`config.mk`:
```
export PLATFORM = sky130hd
export DESIGN_NAME = cd_disc_id_generator
export DESIGN_NICKNAME = d
export VERILOG_FILES = /design/src/sv/cddid_pkg.sv /design/src/sv/cddid_seconds.sv /design/src/sv/cddid_accum.sv /design/src/sv/cddid_res_fifo.sv /design/src/sv/cd_disc_id_generator.sv
export SDC_FILE = /design/constraint.sdc
export NUM_CORES = 1
export LEC_CHECK = 0
export BUFFER_PORTS_ARGS = -buffer_cell sky130_fd_sc_hd__buf_2
export CAP_MARGIN = 20
export CORE_UTILIZATION = 55
export DETAILED_ROUTE_END_ITERATION = 10
export PLACE_DENSITY = 0.71
export SYNTH_ARGS = -nofsm -noshare
export SYNTH_HDL_FRONTEND = slang
export SYNTH_HIERARCHICAL = 1
export SYNTH_SLANG_ARGS = --single-unit
```
`constraint.sdc`:
```
create_clock -name clk -period 7.15 [get_ports clk]
set_clock_uncertainty 0.1 [all_clocks]
set_input_delay 1.0725 -clock clk [delete_from_list [all_inputs] [get_ports clk]]
set_output_delay 1.0725 -clock clk [all_outputs]
set_load 0.01 [all_outputs]
```
`src/sv/cddid_pkg.sv`:
```
// Shared types and constants for the CD disc ID generator.
// No dependencies; imported by every module of the block.
`default_nettype none

package cddid_pkg;

  // Result queue sizing: covers every beat the pipeline can hold plus slack
  localparam int unsigned RES_DEPTH = 8;
  localparam int unsigned PTR_W     = 3;
  localparam int unsigned CNT_W     = 4;

  // Decimal handling: seconds are split into base-100 pairs
  localparam int unsigned PAIR_W     = 7;
  localparam int unsigned PAIR_SUM_W = 5;
  localparam int unsigned DSUM_W     = 6;
  localparam logic [PAIR_W-1:0] PAIR_BASE = 7'd100;

  localparam int unsigned FRAMES_PER_SEC  = 75;
  localparam int unsigned LEAD_IN_FRAMES  = 150;
  localparam int unsigned LEAD_IN_SECONDS = LEAD_IN_FRAMES / FRAMES_PER_SEC;

  localparam int unsigned TOTAL_W = 8;
  localparam int unsigned LEN_W   = 16;
  localparam int unsigned COUNT_W = 8;
  localparam logic [TOTAL_W-1:0] TOTAL_MOD = 8'hff;
  localparam logic [COUNT_W-1:0] COUNT_MAX = 8'hff;

  typedef struct packed {
    logic valid;
    logic leadout;
  } beat_ctl_t;

  typedef struct packed {
    logic [31:0] disc_id;
    logic        bad_order;
    logic        count_overflow;
  } result_t;

  // Digit sum of every two-digit value; codes above 99 never occur
  typedef logic [127:0][PAIR_SUM_W-1:0] pair_sum_tbl_t;

  function automatic pair_sum_tbl_t build_pair_sum_tbl();
    pair_sum_tbl_t t;
    t = '0;
    for (int i = 0; i < 100; i++) begin
      t[i] = PAIR_SUM_W'(i / 10 + i % 10);
    end
    return t;
  endfunction

  localparam pair_sum_tbl_t PAIR_SUM_TBL = build_pair_sum_tbl();

endpackage

`default_nettype wire

```
`src/sv/cddid_seconds.sv`:
```
// Seconds and digit-sum pipeline: frames / 75, split into decimal pairs, pair sums.
// Depends on cddid_pkg; three register stages, one beat per cycle.
`default_nettype none

module cddid_seconds
  import cddid_pkg::*;
#(
  parameter int unsigned OFFSET_BITS = 19
) (
  input  wire logic                      clk,
  input  wire logic                      rst_n,
  input  wire beat_ctl_t                 src_ctl,
  input  wire logic [OFFSET_BITS-1:0]    src_frames,
  output beat_ctl_t                      dst_ctl,
  output logic      [OFFSET_BITS-7:0]    dst_secs,
  output logic      [DSUM_W-1:0]         dst_dsum
);

  localparam int unsigned SEC_W   = OFFSET_BITS - 6;
  localparam int unsigned TS_W    = SEC_W + 1;
  localparam int unsigned Q100_W  = TS_W - 6;

  // Reciprocal constants, exact for the full operand range
  localparam int unsigned K75     = OFFSET_BITS + 7;
  localparam int unsigned M75_W   = OFFSET_BITS + 1;
  localparam int unsigned P75_W   = 2 * OFFSET_BITS + 1;
  localparam logic [63:0] M75_L   = ((64'd1 << K75) + 64'd74) / 64'd75;
  localparam logic [M75_W-1:0] M75 = M75_W'(M75_L);

  localparam int unsigned K100    = TS_W + 7;
  localparam int unsigned K10K    = TS_W + 14;
  localparam int unsigned MQ_W    = TS_W + 1;
  localparam int unsigned PQ_W    = 2 * TS_W + 1;
  localparam logic [63:0] M100_L  = ((64'd1 << K100) + 64'd99) / 64'd100;
  localparam logic [63:0] M10K_L  = ((64'd1 << K10K) + 64'd9999) / 64'd10000;
  localparam logic [MQ_W-1:0] M100 = MQ_W'(M100_L);
  localparam logic [MQ_W-1:0] M10K = MQ_W'(M10K_L);
  localparam int unsigned EXT_W   = (PQ_W > K10K + PAIR_W) ? PQ_W : K10K + PAIR_W;

  // Stage 1: whole seconds
  beat_ctl_t          s1_ctl_r;
  logic [SEC_W-1:0]   s1_secs_r;
  logic [P75_W-1:0]   prod75;

  // Stage 2: seconds plus lead-in, with quotients by 100 and 10000
  beat_ctl_t          s2_ctl_r;
  logic [SEC_W-1:0]   s2_secs_r;
  logic [TS_W-1:0]    s2_ts_r;
  logic [Q100_W-1:0]  s2_q100_r;
  logic [PAIR_W-1:0]  s2_q10k_r;
  logic [TS_W-1:0]    ts;
  logic [PQ_W-1:0]    prod100;
  logic [PQ_W-1:0]    prod10k;
  logic [EXT_W-1:0]   prod10k_ext;

  // Stage 3: digit sum
  beat_ctl_t          s3_ctl_r;
  logic [SEC_W-1:0]   s3_secs_r;
  logic [DSUM_W-1:0]  s3_dsum_r;
  logic [PAIR_W-1:0]  pair_lo;
  logic [PAIR_W-1:0]  pair_mid;
  logic [DSUM_W-1:0]  dsum;

  assign prod75 = P75_W'(src_frames) * P75_W'(M75);

  assign ts          = TS_W'(s1_secs_r) + TS_W'(LEAD_IN_SECONDS);
  assign prod100     = PQ_W'(ts) * PQ_W'(M100);
  assign prod10k     = PQ_W'(ts) * PQ_W'(M10K);
  assign prod10k_ext = EXT_W'(prod10k);

  // Pair values stay below 100, so 7-bit wrap-around arithmetic is exact
  assign pair_lo  = PAIR_W'(s2_ts_r) - PAIR_W'(PAIR_W'(s2_q100_r) * PAIR_BASE);
  assign pair_mid = PAIR_W'(s2_q100_r) - PAIR_W'(s2_q10k_r * PAIR_BASE);
  assign dsum     = DSUM_W'(PAIR_SUM_TBL[pair_lo]) + DSUM_W'(PAIR_SUM_TBL[pair_mid])
                  + DSUM_W'(PAIR_SUM_TBL[s2_q10k_r]);

  always_ff @(posedge clk) begin
    if (!rst_n) begin
      s1_ctl_r <= '0;
      s2_ctl_r <= '0;
      s3_ctl_r <= '0;
    end else begin
      s1_ctl_r <= src_ctl;
      s2_ctl_r <= s1_ctl_r;
      s3_ctl_r <= s2_ctl_r;
    end
  end

  always_ff @(posedge clk) begin
    s1_secs_r <= prod75[K75 +: SEC_W];
    s2_secs_r <= s1_secs_r;
    s2_ts_r   <= ts;
    s2_q100_r <= prod100[K100 +: Q100_W];
    s2_q10k_r <= prod10k_ext[K10K +: PAIR_W];
    s3_secs_r <= s2_secs_r;
    s3_dsum_r <= dsum;
  end

  assign dst_ctl  = s3_ctl_r;
  assign dst_secs = s3_secs_r;
  assign dst_dsum = s3_dsum_r;

endmodule

`default_nettype wire

```
`src/sv/cddid_accum.sv`:
```
// Per-disc state: digit total mod 255, first seconds, track count, overflow.
// Depends on cddid_pkg; forms the packed disc ID on a lead-out beat.
`default_nettype none

module cddid_accum
  import cddid_pkg::*;
#(
  parameter int unsigned OFFSET_BITS = 19
) (
  input  wire logic                    clk,
  input  wire logic                    rst_n,
  input  wire beat_ctl_t               src_ctl,
  input  wire logic [OFFSET_BITS-7:0]  src_secs,
  input  wire logic [DSUM_W-1:0]       src_dsum,
  output logic                         res_push,
  output result_t                      res_data
);

  localparam int unsigned SEC_W = OFFSET_BITS - 6;

  logic [TOTAL_W-1:0] total_r,      total_nxt;
  logic [SEC_W-1:0]   first_r,      first_nxt;
  logic               have_first_r, have_first_nxt;
  logic [COUNT_W-1:0] count_r,      count_nxt;
  logic               ovf_r,        ovf_nxt;

  logic [SEC_W-1:0]   first_eff;
  logic               bad;
  logic [SEC_W-1:0]   diff;
  logic [LEN_W-1:0]   len;
  logic [TOTAL_W:0]   sum;
  logic [TOTAL_W-1:0] total_add;

  assign first_eff = have_first_r ? first_r : src_secs;
  assign bad       = src_secs < first_eff;
  assign diff      = src_secs - first_eff;
  assign len       = bad ? '0 : LEN_W'(diff);

  // Total stays below 255 and a digit sum is small: one subtract reduces it
  assign sum       = (TOTAL_W+1)'(total_r) + (TOTAL_W+1)'(src_dsum);
  assign total_add = (sum >= (TOTAL_W+1)'(TOTAL_MOD)) ?
                     TOTAL_W'(sum - (TOTAL_W+1)'(TOTAL_MOD)) : TOTAL_W'(sum);

  assign res_push                = src_ctl.valid & src_ctl.leadout;
  assign res_data.disc_id        = {total_r, len, count_r};
  assign res_data.bad_order      = bad;
  assign res_data.count_overflow = ovf_r;

  always_comb begin
    total_nxt      = total_r;
    first_nxt      = first_r;
    have_first_nxt = have_first_r;
    count_nxt      = count_r;
    ovf_nxt        = ovf_r;
    if (src_ctl.valid) begin
      if (src_ctl.leadout) begin
        // close the disc: back to the reset state
        total_nxt      = '0;
        first_nxt      = '0;
        have_first_nxt = 1'b0;
        count_nxt      = '0;
        ovf_nxt        = 1'b0;
      end else begin
        if (!have_first_r) begin
          first_nxt      = src_secs;
          have_first_nxt = 1'b1;
        end
        total_nxt = total_add;
        if (count_r == COUNT_MAX) begin
          ovf_nxt = 1'b1;
        end else begin
          count_nxt = count_r + COUNT_W'(1);
        end
      end
    end
  end

  always_ff @(posedge clk) begin
    if (!rst_n) begin
      total_r      <= '0;
      first_r      <= '0;
      have_first_r <= 1'b0;
      count_r      <= '0;
      ovf_r        <= 1'b0;
    end else begin
      total_r      <= total_nxt;
      first_r      <= first_nxt;
      have_first_r <= have_first_nxt;
      count_r      <= count_nxt;
      ovf_r        <= ovf_nxt;
    end
  end

endmodule

`default_nettype wire

```
`src/sv/cddid_res_fifo.sv`:
```
// Result queue between the pipeline and the output channel.
// Depends on cddid_pkg; flip-flop storage, head entry drives the output.
`default_nettype none

module cddid_res_fifo
  import cddid_pkg::*;
(
  input  wire logic    clk,
  input  wire logic    rst_n,
  input  wire logic    push,
  input  wire result_t push_data,
  input  wire logic    pop,
  output logic         head_valid,
  output result_t      head_data
);

  result_t            mem_r [RES_DEPTH];
  logic [PTR_W-1:0]   wr_ptr_r, wr_ptr_nxt;
  logic [PTR_W-1:0]   rd_ptr_r, rd_ptr_nxt;
  logic [CNT_W-1:0]   cnt_r,    cnt_nxt;

  assign head_valid = cnt_r != '0;
  assign head_data  = mem_r[rd_ptr_r];

  assign wr_ptr_nxt = push ? wr_ptr_r + PTR_W'(1) : wr_ptr_r;
  assign rd_ptr_nxt = pop  ? rd_ptr_r + PTR_W'(1) : rd_ptr_r;
  assign cnt_nxt    = cnt_r + CNT_W'(push) - CNT_W'(pop);

  always_ff @(posedge clk) begin
    if (!rst_n) begin
      wr_ptr_r <= '0;
      rd_ptr_r <= '0;
      cnt_r    <= '0;
    end else begin
      wr_ptr_r <= wr_ptr_nxt;
      rd_ptr_r <= rd_ptr_nxt;
      cnt_r    <= cnt_nxt;
    end
  end

  always_ff @(posedge clk) begin
    if (push) begin
      mem_r[wr_ptr_r] <= push_data;
    end
  end

endmodule

`default_nettype wire

```
`src/sv/cd_disc_id_generator.sv`:
```
// CD disc ID generator, top level.
// Input register, seconds/digit-sum pipeline, disc state, result queue.
//
// Usage:
//   in_ channel: one beat per table-of-contents entry, in disc order. A
//   track beat carries its start frame; the lead-out beat (in_is_leadout)
//   closes the disc and is the only beat that produces a result.
//   out_ channel: one beat per lead-out: packed disc ID, bad_order (lead-out
//   before first track, length forced to zero) and count_overflow (more
//   than 255 tracks, count held at 255).
// Timing:
//   An accepted lead-out beat passes the input register, divide-by-75,
//   decimal split and digit-sum stages, then the state update writes its
//   result to the result queue. One beat is taken every cycle;
//   in_stall rises only when 8 beats sit between the input register and an
//   untaken result, i.e. when the receiver holds results back for long.
// Reset and stall:
//   rst_n (synchronous) empties pipeline and queue and clears the disc state.
//   While out_stall is high the head result holds; later results wait in
//   the 8-entry queue, and beats are still taken until that could fill.
`default_nettype none

module cd_disc_id_generator
  import cddid_pkg::*;
#(
  parameter int unsigned OFFSET_BITS = 19
) (
  input  wire logic                    clk,
  input  wire logic                    rst_n,
  input  wire logic                    in_valid,
  output logic                         in_stall,
  input  wire logic [OFFSET_BITS-1:0]  in_frame_offset,
  input  wire logic                    in_is_leadout,
  output logic                         out_valid,
  input  wire logic                    out_stall,
  output logic [31:0]                  out_disc_id,
  output logic                         out_bad_order,
  output logic                         out_count_overflow
);

  localparam int unsigned SEC_W = OFFSET_BITS - 6;

  beat_ctl_t              in_ctl_r, in_ctl_nxt;
  logic [OFFSET_BITS-1:0] in_frames_r;
  logic                   accept;

  beat_ctl_t              sec_ctl;
  logic [SEC_W-1:0]       sec_secs;
  logic [DSUM_W-1:0]      sec_dsum;

  logic                   res_push;
  result_t                res_data;
  result_t                head_data;
  logic                   pop;
  logic                   track_done;

  // Beats in flight plus queued results; bounds the queue occupancy
  logic [CNT_W-1:0]       used_r, used_nxt;

  assign in_stall = used_r == CNT_W'(RES_DEPTH);
  assign accept   = in_valid & ~in_stall;
  assign pop      = out_valid & ~out_stall;

  assign in_ctl_nxt.valid   = accept;
  assign in_ctl_nxt.leadout = in_is_leadout;

  // a track beat leaves the pipeline without a result: release its slot
  assign track_done = sec_ctl.valid & ~sec_ctl.leadout;
  assign used_nxt   = used_r + CNT_W'(accept) - CNT_W'(track_done) - CNT_W'(pop);

  always_ff @(posedge clk) begin
    if (!rst_n) begin
      in_ctl_r <= '0;
      used_r   <= '0;
    end else begin
      in_ctl_r <= in_ctl_nxt;
      used_r   <= used_nxt;
    end
  end

  always_ff @(posedge clk) begin
    in_frames_r <= in_frame_offset;
  end

  cddid_seconds #(
    .OFFSET_BITS (OFFSET_BITS)
  ) u_seconds (
    .clk        (clk),
    .rst_n      (rst_n),
    .src_ctl    (in_ctl_r),
    .src_frames (in_frames_r),
    .dst_ctl    (sec_ctl),
    .dst_secs   (sec_secs),
    .dst_dsum   (sec_dsum)
  );

  cddid_accum #(
    .OFFSET_BITS (OFFSET_BITS)
  ) u_accum (
    .clk      (clk),
    .rst_n    (rst_n),
    .src_ctl  (sec_ctl),
    .src_secs (sec_secs),
    .src_dsum (sec_dsum),
    .res_push (res_push),
    .res_data (res_data)
  );

  cddid_res_fifo u_res_fifo (
    .clk        (clk),
    .rst_n      (rst_n),
    .push       (res_push),
    .push_data  (res_data),
    .pop        (pop),
    .head_valid (out_valid),
    .head_data  (head_data)
  );

  assign out_disc_id        = head_data.disc_id;
  assign out_bad_order      = head_data.bad_order;
  assign out_count_overflow = head_data.count_overflow;

endmodule

`default_nettype wire

```
# After elaboration in Yosys (flattened, before gate mapping)
# Memories as Yosys holds them, arrays and structs flattened. A register that Yosys moved wholly into a read port is not among the register bits.
# Index checks and enable logic that the tools add are counted.
# Widths: inputs -> output; s select.
# op_classes
order_cmp,5
n_addsub,16
shift,0
mux,18
bitwise,7
eq_ne,3
n_reduce_logical,4
n_div,0
multipliers,5
# ops
op,count
$mul 19x20->39 const B,1
$mux 13,3
$mux 8,4
$mul 14x13->27 const B,1
$mul 14x13->26 const B,1
$lt 7x8->1 const B,2
$mux 5,3
$add 13x2->14 const B,1
$sub 7x7->7,2
$lt 13x13->1,1
$sub 13x13->13,1
$sub 4x1->4,3
$add 8x6->9,1
$ge 9x8->1 const B,1
$add 4x1->4,2
$add 8x1->8 const B,1
$eq 8x8->1 const B,1
$lt 1x8->1 const B,1
$sub 8x8->8 const B,1
$mul 7x5->5 const B,1
$add 3x1->3 const B,2
$add 5x5->6,1
$add 6x5->6,1
$mux 1,6
9 further kinds,16
# totals
output_inout_bits,36
register_bits,132
elab_cells,86
rom_bits,1280
latch_bits,0
ram_bits,248
memories,3
input_bits,24
# memory_table
name,depth,word_bits,read_ports,rd_ports_with_merged_regs,wr,line_no,rtl
(name not given),128,5,1,0,0,cddid_seconds.sv:74,assign dsum = DSUM_W'(PAIR_SUM_TBL[pair_lo]) + DSUM_W'(PAIR_SUM_TBL[pair_mid])
(name not given),128,5,1,0,0,cddid_seconds.sv:74,
u_res_fifo.mem_r,8,31,1,1,1,cddid_res_fifo.sv:17,result_t mem_r [RES_DEPTH];

# Longest topological paths before layout
# Gate-level depths: netlist of run 1.
# depth
depth_word,6
ltp_mapped,26
depth_no_buf,26

# By module
# Netlist of run 1, hierarchy kept.
# modules_own_cells
mod,n_inst,seq_area_each_um2,area_per_inst_um2,cells_per_inst
cddid_seconds,1,1301.2,14929.3,1588
cddid_res_fifo,1,8428.1,10963.0,461
cddid_accum,1,620.6,2519.9,316
cd_disc_id_generator,1,500.5,684.4,48

# Worst setup path before layout of run 1
# OpenSTA, ideal clock, no wires.
# synth_path
path_kind,register to register
start,register u_seconds.s1_secs_r[2]
end,register u_seconds.s2_q100_r[6]
n_path_buf,0
required_ns,6.929
t_arrival_ns,5.806
synth_period_minus_slack_ns,6.027
slack_ns,1.123
setup_ns,0.121
stages_incl_launch_ff,23
path_cell_list,dfxtp_1 -> ha_1 -> nand4_1 -> nor2_1 -> xnor2_1 -> inv_1 -> xnor2_1 -> ha_1 -> or2_2 -> ha_1 -> fa_1 -> fa_1 -> inv_1 -> fa_1 -> inv_1 -> ha_1 -> and3_1 -> a32oi_1 -> a211oi_1 -> o31a_1 -> o41ai_2 -> o21bai_1 -> xnor2_1
# synth_via
elab_chain_cells,2
# synth_rtl
element,line_no,rtl
from (decl),cddid_seconds.sv:42,logic [SEC_W-1:0] s1_secs_r;
from (signal assigned),cddid_seconds.sv:90,s1_secs_r <= prod75[K75 +: SEC_W];
$add 13x2->14,cddid_seconds.sv:66,assign ts = TS_W'(s1_secs_r) + TS_W'(LEAD_IN_SECONDS);
$mul 14x13->26,cddid_seconds.sv:67,assign prod100 = PQ_W'(ts) * PQ_W'(M100);
net u_seconds.prod100[27],cddid_seconds.sv:52,logic [PQ_W-1:0] prod100;
to (signal assigned),cddid_seconds.sv:93,s2_q100_r <= prod100[K100 +: Q100_W];
to (decl),cddid_seconds.sv:49,logic [Q100_W-1:0] s2_q100_r;
# The timed path passes the listed nets, and every way through them passes these cells.
# A chain may end at the register's enable or synchronous reset.

# Final worst setup path of run 1
# Ends and elaborated chain as after synthesis.

==> results of run 1 <==
## cell families after synthesis
family,Yosys count,share of synthesized area (%)
xor+xnor,85,2.58
compound gates,277,6.15
fa+ha+maj,618,32.7
mux,122,7.68
flops,406,37.3
buf+inv,554,7.45
simple gates,349,6.12
other cells,2,0.0258
## layer usage
metal  share of wire, %  GRT usage (%)
met1                 45           30.4
met5                  0              0
met4                1.9           5.59
met3                4.4           3.03
met2                 49           37.8
## through the flow
stage	instance area, um^2	setup slack [ns]
5_1_grt	31500	0.0493
6_report	31500	0.483
3_3_place_gp	30200	0.732
2_1_floorplan	29100	1.12
3_5_place_dp	30200	0.511
4_1_cts	31500	0.506
## placed cells by master (no fill, tap or decap), types with 6 or more instances in the layout
| master | synthesis | routed |
|---|---|---|
| buf_2 | 8 | 59 |
| a31oi_1 | 16 | 16 |
| edfxtp_1 | 272 | 272 |
| o21a_1 | 10 | 10 |
| nor2b_1 | 23 | 23 |
| xnor2_1 | 62 | 62 |
| a21oi_1 | 75 | 75 |
| nor2_1 | 85 | 79 |
| nand2_1 | 71 | 71 |
| mux4_2 | 60 | 60 |
| mux2_2 | 14 | 14 |
| clkbuf_1 | 36 | 11 |
| mux2i_1 | 19 | 19 |
| o21ai_1 | 11 | 11 |
| nand2b_1 | 14 | 14 |
| nor2_4 | 0 | 6 |
| xor2_1 | 22 | 22 |
| mux4_1 | 9 | 9 |
| nand3_1 | 24 | 24 |
| fa_1 | 237 | 237 |
| mux2_4 | 20 | 20 |
| nor3_1 | 30 | 28 |
| and3_1 | 12 | 12 |
| clkbuf_16 | 0 | 43 |
| o22ai_1 | 16 | 16 |
| inv_1 | 494 | 494 |
| dfxtp_1 | 134 | 131 |
| a211oi_1 | 12 | 12 |
| buf_4 | 5 | 21 |
| ha_1 | 381 | 381 |
| o21ai_0 | 56 | 56 |
| and2_1 | 37 | 37 |
| clkinv_1 | 1 | 7 |
| a21o_1 | 23 | 23 |
| nand4_1 | 14 | 14 |
## sequential cells by signal, summed over array words and instances, names as in the netlist, 6 cells and up, named ones only
signal and count:
u_res_fifo/mem_r 272, in_frames_r 19, u_accum/first_r 13, u_seconds/dst_secs 13, u_seconds/s1_secs_r 13, u_seconds/s2_secs_r 12, u_accum/count_r 8, u_accum/total_r 8
u_seconds/s2_q100_r 7, u_seconds/s2_ts_r 7, u_seconds/dst_dsum 6
## worst reg2reg max path, cell delays in order (launching register included)
cell and delay [ns]:
dfxtp_1 0.49, ha_1 0.27, nand4_1 0.19, nor2_1 0.18
xnor2_1 0.25, clkinv_1 0.47, xnor2_1 0.35, ha_1 0.23
or2_2 0.29, ha_1 0.27, inv_1 0.05, fa_1 0.47
inv_1 0.05, fa_1 0.54, inv_1 0.06, fa_1 0.53
inv_1 0.04, ha_1 0.32, and3_1 0.17, a32oi_1 0.19
a211oi_1 0.12, o31a_1 0.33, o41ai_2 0.30, o21bai_1 0.13
xnor2_1 0.14
## Yosys cell counts (4+ instances only)
library cell	count
inv_1	494
ha_1	381
edfxtp_1	272
fa_1	237
dfxtp_1	134
nor2_1	85
a21oi_1	75
nand2_1	71
xnor2_1	62
mux4_2	60
o21ai_0	56
and2_1	37
clkbuf_1	36
nor3_1	30
nand3_1	24
a21o_1	23
nor2b_1	23
xor2_1	22
mux2_4	20
mux2i_1	19
a31oi_1	16
o22ai_1	16
mux2_2	14
nand2b_1	14
nand4_1	14
a211oi_1	12
and3_1	12
o21ai_1	11
o21a_1	10
mux4_1	9
buf_2	8
buf_1	5
buf_4	5
o211ai_1	5
or2_2	5
or3_1	5
nor3b_1	4
o2111ai_1	4
o21bai_1	4
o31a_1	4
## layout make-up
cell class                 instances  area (um^2)  share of cell area (%)
inverter                         495         1860                    5.89
clock inverter                    18          200                   0.635
multi-input combinational       1455        16100                    51.2
clock buffer                      59         1170                    3.71
sequential                       406        10900                    34.4
timing repair buffer              80          453                    1.44
tap                              680          851                    2.70
## worst min path at each step
stage,end,slack [ns],cells after the start
3_3_place_gp,u_seconds/dst_secs[10],0.21,0
3_5_place_dp,u_seconds/dst_secs[10],0.21,0
4_1_cts,u_seconds/dst_secs[10],0.22,0
2_1_floorplan,u_seconds/dst_secs[10],0.21,0
6_report,u_seconds/dst_secs[10],0.22,0
5_1_grt,u_seconds/dst_secs[10],0.23,0
==> results by group, run 1 <==
Timing
  • Count of final setup violators: 0
  • Max-slew violations: 0
  • Worst-Margin Slew: 1.07 ns
  • Setup_tns: 0 ns
  • Hold WS: 0.223 ns
  • Normalized max-slew margin: 28.0%
  • Final cycle utilization of the critical path: 93.2%
  • Peak Freq: 0.150 GHz
  • Final Hold Vio Count: 0
  • RSZ-0062 raised after global routing: false
  • Final Critical Period: 6.67 ns

Layout
  • Filler instances: 4,056
  • # nets final: 3,122
  • P&R area growth vs syn: 8.36%
  • Final Core Density: 60.8%
  • Share of layout cells above drive strength 1: 10.7%
  • ANT cells: 0
  • Non-Filler Instances: 3,193

Drt
  • DRC: 0
  • DR pass1 iterations: 7
  • Routed wire length: 58,000 um
  • Detail Route Antenna Nets: 0
  • Routed len/inst: 18.2 um
  • Total number of vias: 17.5k
  • Starting DRC count in detailed routing: 974
  • Routed vias/inst: 5.49

Worst setup path
  • Worst Setup EP: u_seconds/s2_q100_r[6]
  • CP max FO: 9
  • Critical path class: reg2reg
  • Reg2reg end: u_seconds/s2_q100_r[6]
  • Worst setup EP type: register
  • Worst Path Required: 7.49 ns
  • WP buf/inv: 5
  • R2R cell count: 24
  • Number of cells on the critical path: 24
  • Crit-path cells: ha_1 > nand4_1 > nor2_1 > xnor2_1 > clkinv_1 > xnor2_1 > ha_1 > or2_2 > ha_1 > inv_1 > fa_1 > inv_1 > fa_1 > inv_1 > fa_1 > inv_1 > ha_1 > and3_1 > a32oi_1 > a211oi_1 > o31a_1 > o41ai_2 > o21bai_1 > xnor2_1
  • CP peak stage delay: 0.54 ns
  • Reg-to-reg setup timing slack: 0.48 ns
  • Top delay family on crit path: adder cells
  • Worst path slowest cell: fa_1
  • CP Launch Point: u_seconds/s1_secs_r[2]
  • CP startpoint kind: register
  • Reg-to-reg startpoint: u_seconds/s1_secs_r[2]
  • Crit path DAT: 7.01 ns

Worst hold path
  • Hold Path Class: reg2reg
  • Min-delay src: u_seconds/s2_secs_r[10]

Die
  • Die Area: 53,800 um^2
  • Row count: 83
  • Die width: 232 um
  • Core ar.: 51,800 um^2
  • Starting density of the core: 56.1%
  • Top Ports: 60
  • Die Height: 232 um

Logic synthesis
  • Async SR Flop Fraction: 0%
  • Yosys warns: 6
  • Mapped Avg Cell Area: 12.1 um^2
  • Largest area contributor in the netlist: edfxtp_1
  • Synthesized cell area: 29,100 um^2
  • Synth area leaders: edfxtp_1 (28%), ha_1 (16%), fa_1 (16%)
  • Main synth FF type: edfxtp_1
  • Area share of the largest cell type after synthesis: 28.1%
  • Number of synthesized flops with an enable pin: 272
  • Seq cells post-synth: 406
  • Sequential area share after synthesis: 37.3%
  • Synth Instances: 2,413
  • Synth cell types: 87

Clocking
  • Post-CTS Setup Inserts: 0
  • Worst skew pair latency: 0.57 ns
  • Worst-path clk slew: 0.06 ns
  • Inserted Clock Buffers: 42
  • Post-CTS resize count: 0
  • CTS tree: yes
  • CTS Sinks: 406
  • Root buffer selected by CTS: clkbuf_16
  • H-tree depth: 2
  • Bufs on Longest Clock Path: 3
  • Post-CTS Hold Buffers: 0

Global routing
  • Initial antenna violation count: 0
  • Gr ovfl total: 0
  • Largest net degree at the start of global routing: 56
  • Vias in the first global route: 18.3k
  • First-pass GRT wire length: 94,900 um
  • GRT Overall Usage: 22.4%

Run
  • Max_cap viols: 0

Placement
  • I/O Buffers: 59
  • DP Cell Count: 3,116
  • Gpl congestion: 0.906
  • Dpl hpwl: 42,900 um

Status
  • Status: complete, no violations
Power of run 1 is left out: the tool's default activity adds up to more than one toggle a clock period on the data nets, which glitch-free logic cannot reach.
==> run 2, diff against run 1 <==
Settings changed: ABC_AREA set to 1, BUFFER_PORTS_ARGS -buffer_cell sky130_fd_sc_hd__buf_2 to -buffer_cell sky130_fd_sc_hd__buf_4.
Clock period 7.15 ns to 7.8 ns, I/O delays scaled along.
==> run 2 against run 1 <==
  * Design area rose by 11%
  * Critical path depth increased by 1
  * Global-route usage increased by 1.4 points
  * Final cell count increased by 46%
  * Utilization shrank 0.33 points
  * Die area grew 11%
  * Sequential cell count unchanged
  * Count of clock-buffer cells in the layout rose by 1
  * Worst setup slack better by 1.4 ns
==> results by group, run 2 <==
Worst setup path
  • CP peak stage delay: 0.55 ns (about the same)
  • Worst Path Required: 8.18 ns (+0.69 ns)
  • CP startpoint kind: register
  • Reg-to-reg startpoint: u_seconds/s1_secs_r[1]
  • Reg-to-reg setup timing slack: 1.84 ns (+1.36 ns)
  • Most frequent CP cell: nand2_1
  • Worst path slowest cell: fa_1
  • R2R cell count: 25 (+4.2%)
  • Reg2reg end: u_seconds/s2_q100_r[5]
  • Critical path class: reg2reg
  • CP max FO: 8 (-1)
  • Crit path DAT: 6.33 ns (-0.68 ns)
  • Worst setup EP type: register

Timing
  • Setup_tns: 0 ns (unchanged)
  • Normalized max-slew margin: 32.2% (+4.2 points)
  • RSZ-0062 raised after global routing: false
  • Final cycle utilization of the critical path: 76.4% (-17 points)
  • Peak Freq: 0.168 GHz (+12%)
  • Count of final setup violators: 0 (unchanged)
  • Worst-Margin Slew: 1.01 ns (-0.0625 ns)
  • Final Critical Period: 5.96 ns (-0.710 ns)
  • Final Hold Vio Count: 0 (unchanged)
  • Max-slew violations: 0 (unchanged)

Logic synthesis
  • Yosys warns: 6 (unchanged)
  • Post-synth top cells: inv_1 (944), nand2_1 (941), ha_1 (381), edfxtp_1 (272), nand3_1 (251)
  • Post-Synth Adder-Cell Area: 29.3% (-3.4 points)
  • Synth cell types: 57 (-34%)
  • Area share of the largest cell type after synthesis: 25.2% (-2.9 points)
  • Multiplexer area fraction after synthesis: 0.340% (-7.3 points)
  • Async SR Flop Fraction: 0% (unchanged)
  • Cell with the most instances after synthesis: inv_1
  • Mapped Avg Cell Area: 8.50 um^2 (-30%)
  • Sequential area share after synthesis: 33.5% (-3.8 points)
  • Synth area leaders: edfxtp_1 (25%), ha_1 (15%), fa_1 (15%)
  • Synth Instances: 3,817 (+58%)
  • Largest area contributor in the netlist: edfxtp_1
  • Synthesized-area fraction occupied by and/or/nand/nor cells: 18.9% (+13 points)
  • Compound-Gate Fraction of Synth Area: 4.26% (-1.9 points)
  • Seq cells post-synth: 406 (unchanged)
  • Number of synthesized flops with an enable pin: 272 (unchanged)
  • Main synth FF type: edfxtp_1
  • Synth Area in XOR/XNOR: 1.32% (-1.3 points)
  • Synthesized cell area: 32,400 um^2 (+11%)
  • Combinational family with the most area after synthesis: adder cells

Worst hold path
  • Min-delay src: u_seconds/s2_secs_r[5]
  • Hold Path End: u_seconds/dst_secs[5]
  • Hold path depth: 0 (unchanged)
  • Hold Path Class: reg2reg

Drt
  • DR pass1 iterations: 6 (-1)
  • Routed vias/inst: 5.02 (-8.5%)
  • DRC: 0 (unchanged)
  • Detail Route Antenna Nets: 0 (unchanged)
  • Routed wire length: 68,900 um (+19%)
  • Routed len/inst: 14.8 um (-19%)
  • Total number of vias: 23.4k (+34%)
  • Starting DRC count in detailed routing: 1,368 (+40%)

Die
  • Row count: 88 (+6.0%)
  • Starting density of the core: 55.9% (-0.26 points)
  • Die width: 245 um (+5.5%)
  • Top Ports: 60 (unchanged)
  • Die Area: 59,900 um^2 (+11%)
  • Core ar.: 58,000 um^2 (+12%)
  • Die Height: 245 um (+5.5%)

Layout
  • Commonest non-fill, non-tap cell in the layout: inv_1
  • Share of layout cells above drive strength 1: 5.84% (-4.8 points)
  • Largest register FFs: 272 (unchanged)
  • # nets final: 4,507 (+44%)
  • Top flop regs: u_res_fifo/mem_r x272, in_frames_r x19
  • Most frequent cells in the layout: inv_1 (944), nand2_1 (941), ha_1 (381)
  • ANT cells: 0 (unchanged)
  • P&R area growth vs syn: 8.28% (about the same)
  • Top reg by flops: u_res_fifo/mem_r

Global routing
  • Initial antenna violation count: 0 (unchanged)
  • GRT Overall Usage: 23.8% (+1.4 points)
  • Largest net degree at the start of global routing: 81 (+45%)
  • Vias in the first global route: 22.9k (+25%)
  • First-pass GRT wire length: 115,000 um (+21%)
  • Gr ovfl total: 0 (unchanged)

Status
  • Status: complete, no violations

Clocking
  • Post-CTS Hold Buffers: 0 (unchanged)
  • Worst-path clk slew: 0.06 ns (about the same)
  • Worst skew pair latency: 0.58 ns (about the same)
  • CTS tree: yes
  • Post-CTS resize count: 0 (unchanged)
  • Post-CTS Setup Inserts: 0 (unchanged)
  • CTS Sinks: 406 (unchanged)
  • H-tree depth: 2 (unchanged)
  • Bufs on Longest Clock Path: 3 (unchanged)
  • Inserted Clock Buffers: 44 (+4.8%)
  • Root buffer selected by CTS: clkbuf_16

Run
  • Max_cap viols: 0 (unchanged)

Placement
  • Gpl congestion: 0.924 (+1.9%)
  • I/O Buffers: 59 (unchanged)
  • Dpl hpwl: 50,200 um (+17%)
run 2: routing by layer:
metal,share of wire [%],global-route usage [%]
met2,47,40.0
met3,4.8,2.77
met5,0,0
met1,46,32.5
met4,2.2,6.36
run 2: kinds of logic (layout without fill, tap and decap cells):
kind of cell	count (synthesis)	after routing
and+or+nand+nor	1450	1450
buffers and inverters	1040	1122
adders and majority gates	618	618
DFF	406	406
AOI/OAI and AO/OA	245	245
xor gates and xnor gates	45	45
muxes	11	11
other	2	4
run 2: worst max-delay path, delay by kind of cell (launching register included):
| kind | cells | cell delay, ns |
|---|---|---|
| compound gates | 1 | 0.29 |
| fa+ha+maj | 7 | 2.59 |
| buf+inv | 4 | 0.35 |
| simple gates | 13 | 2.03 |
| flops | 1 | 0.48 |
run 2: stage by stage:
step / cells / util (%) / hold WS (ns) / setup WS, ns / area [um^2]
after CTS: 4666 / 60.5 / 0.227 / 1.86 / 35100
after global placement: 4583 / 58.0 / 0.210 / 1.97 / 33600
after detailed placement: 4584 / 58.0 / 0.213 / 1.90 / 33700
after global routing: 4666 / 60.5 / 0.230 / 1.38 / 35100
after floorplan: 3819 / - / 0.210 / 2.40 / 32400
final: 4666 / 60.5 / 0.227 / 1.84 / 35100
run 2: layout make-up:
class,count,area [um^2]
clock inverter,22,209
multi-input combinational,2373,17600
inverter,963,3620
sequential,406,10900
timing repair buffer,77,598
clock buffer,60,1240
tap,765,957
fill,5036,22900
run 2: how the worst max path moves through the flow:
stage / from / slack (ns) / to
floorplan: u_seconds/s1_secs_r[1] / 2.40 / u_seconds/s2_q100_r[6]
global placement: u_seconds/s1_secs_r[1] / 1.97 / u_seconds/s2_q100_r[1]
detailed placement: u_seconds/s1_secs_r[1] / 1.90 / u_seconds/s2_q100_r[5]
CTS: u_seconds/s1_secs_r[1] / 1.86 / u_seconds/s2_q100_r[2]
global route: u_seconds/s1_secs_r[1] / 1.38 / u_seconds/s2_q100_r[2]
finish: u_seconds/s1_secs_r[1] / 1.84 / u_seconds/s2_q100_r[5]
Power of run 2 is left out for the same reason.
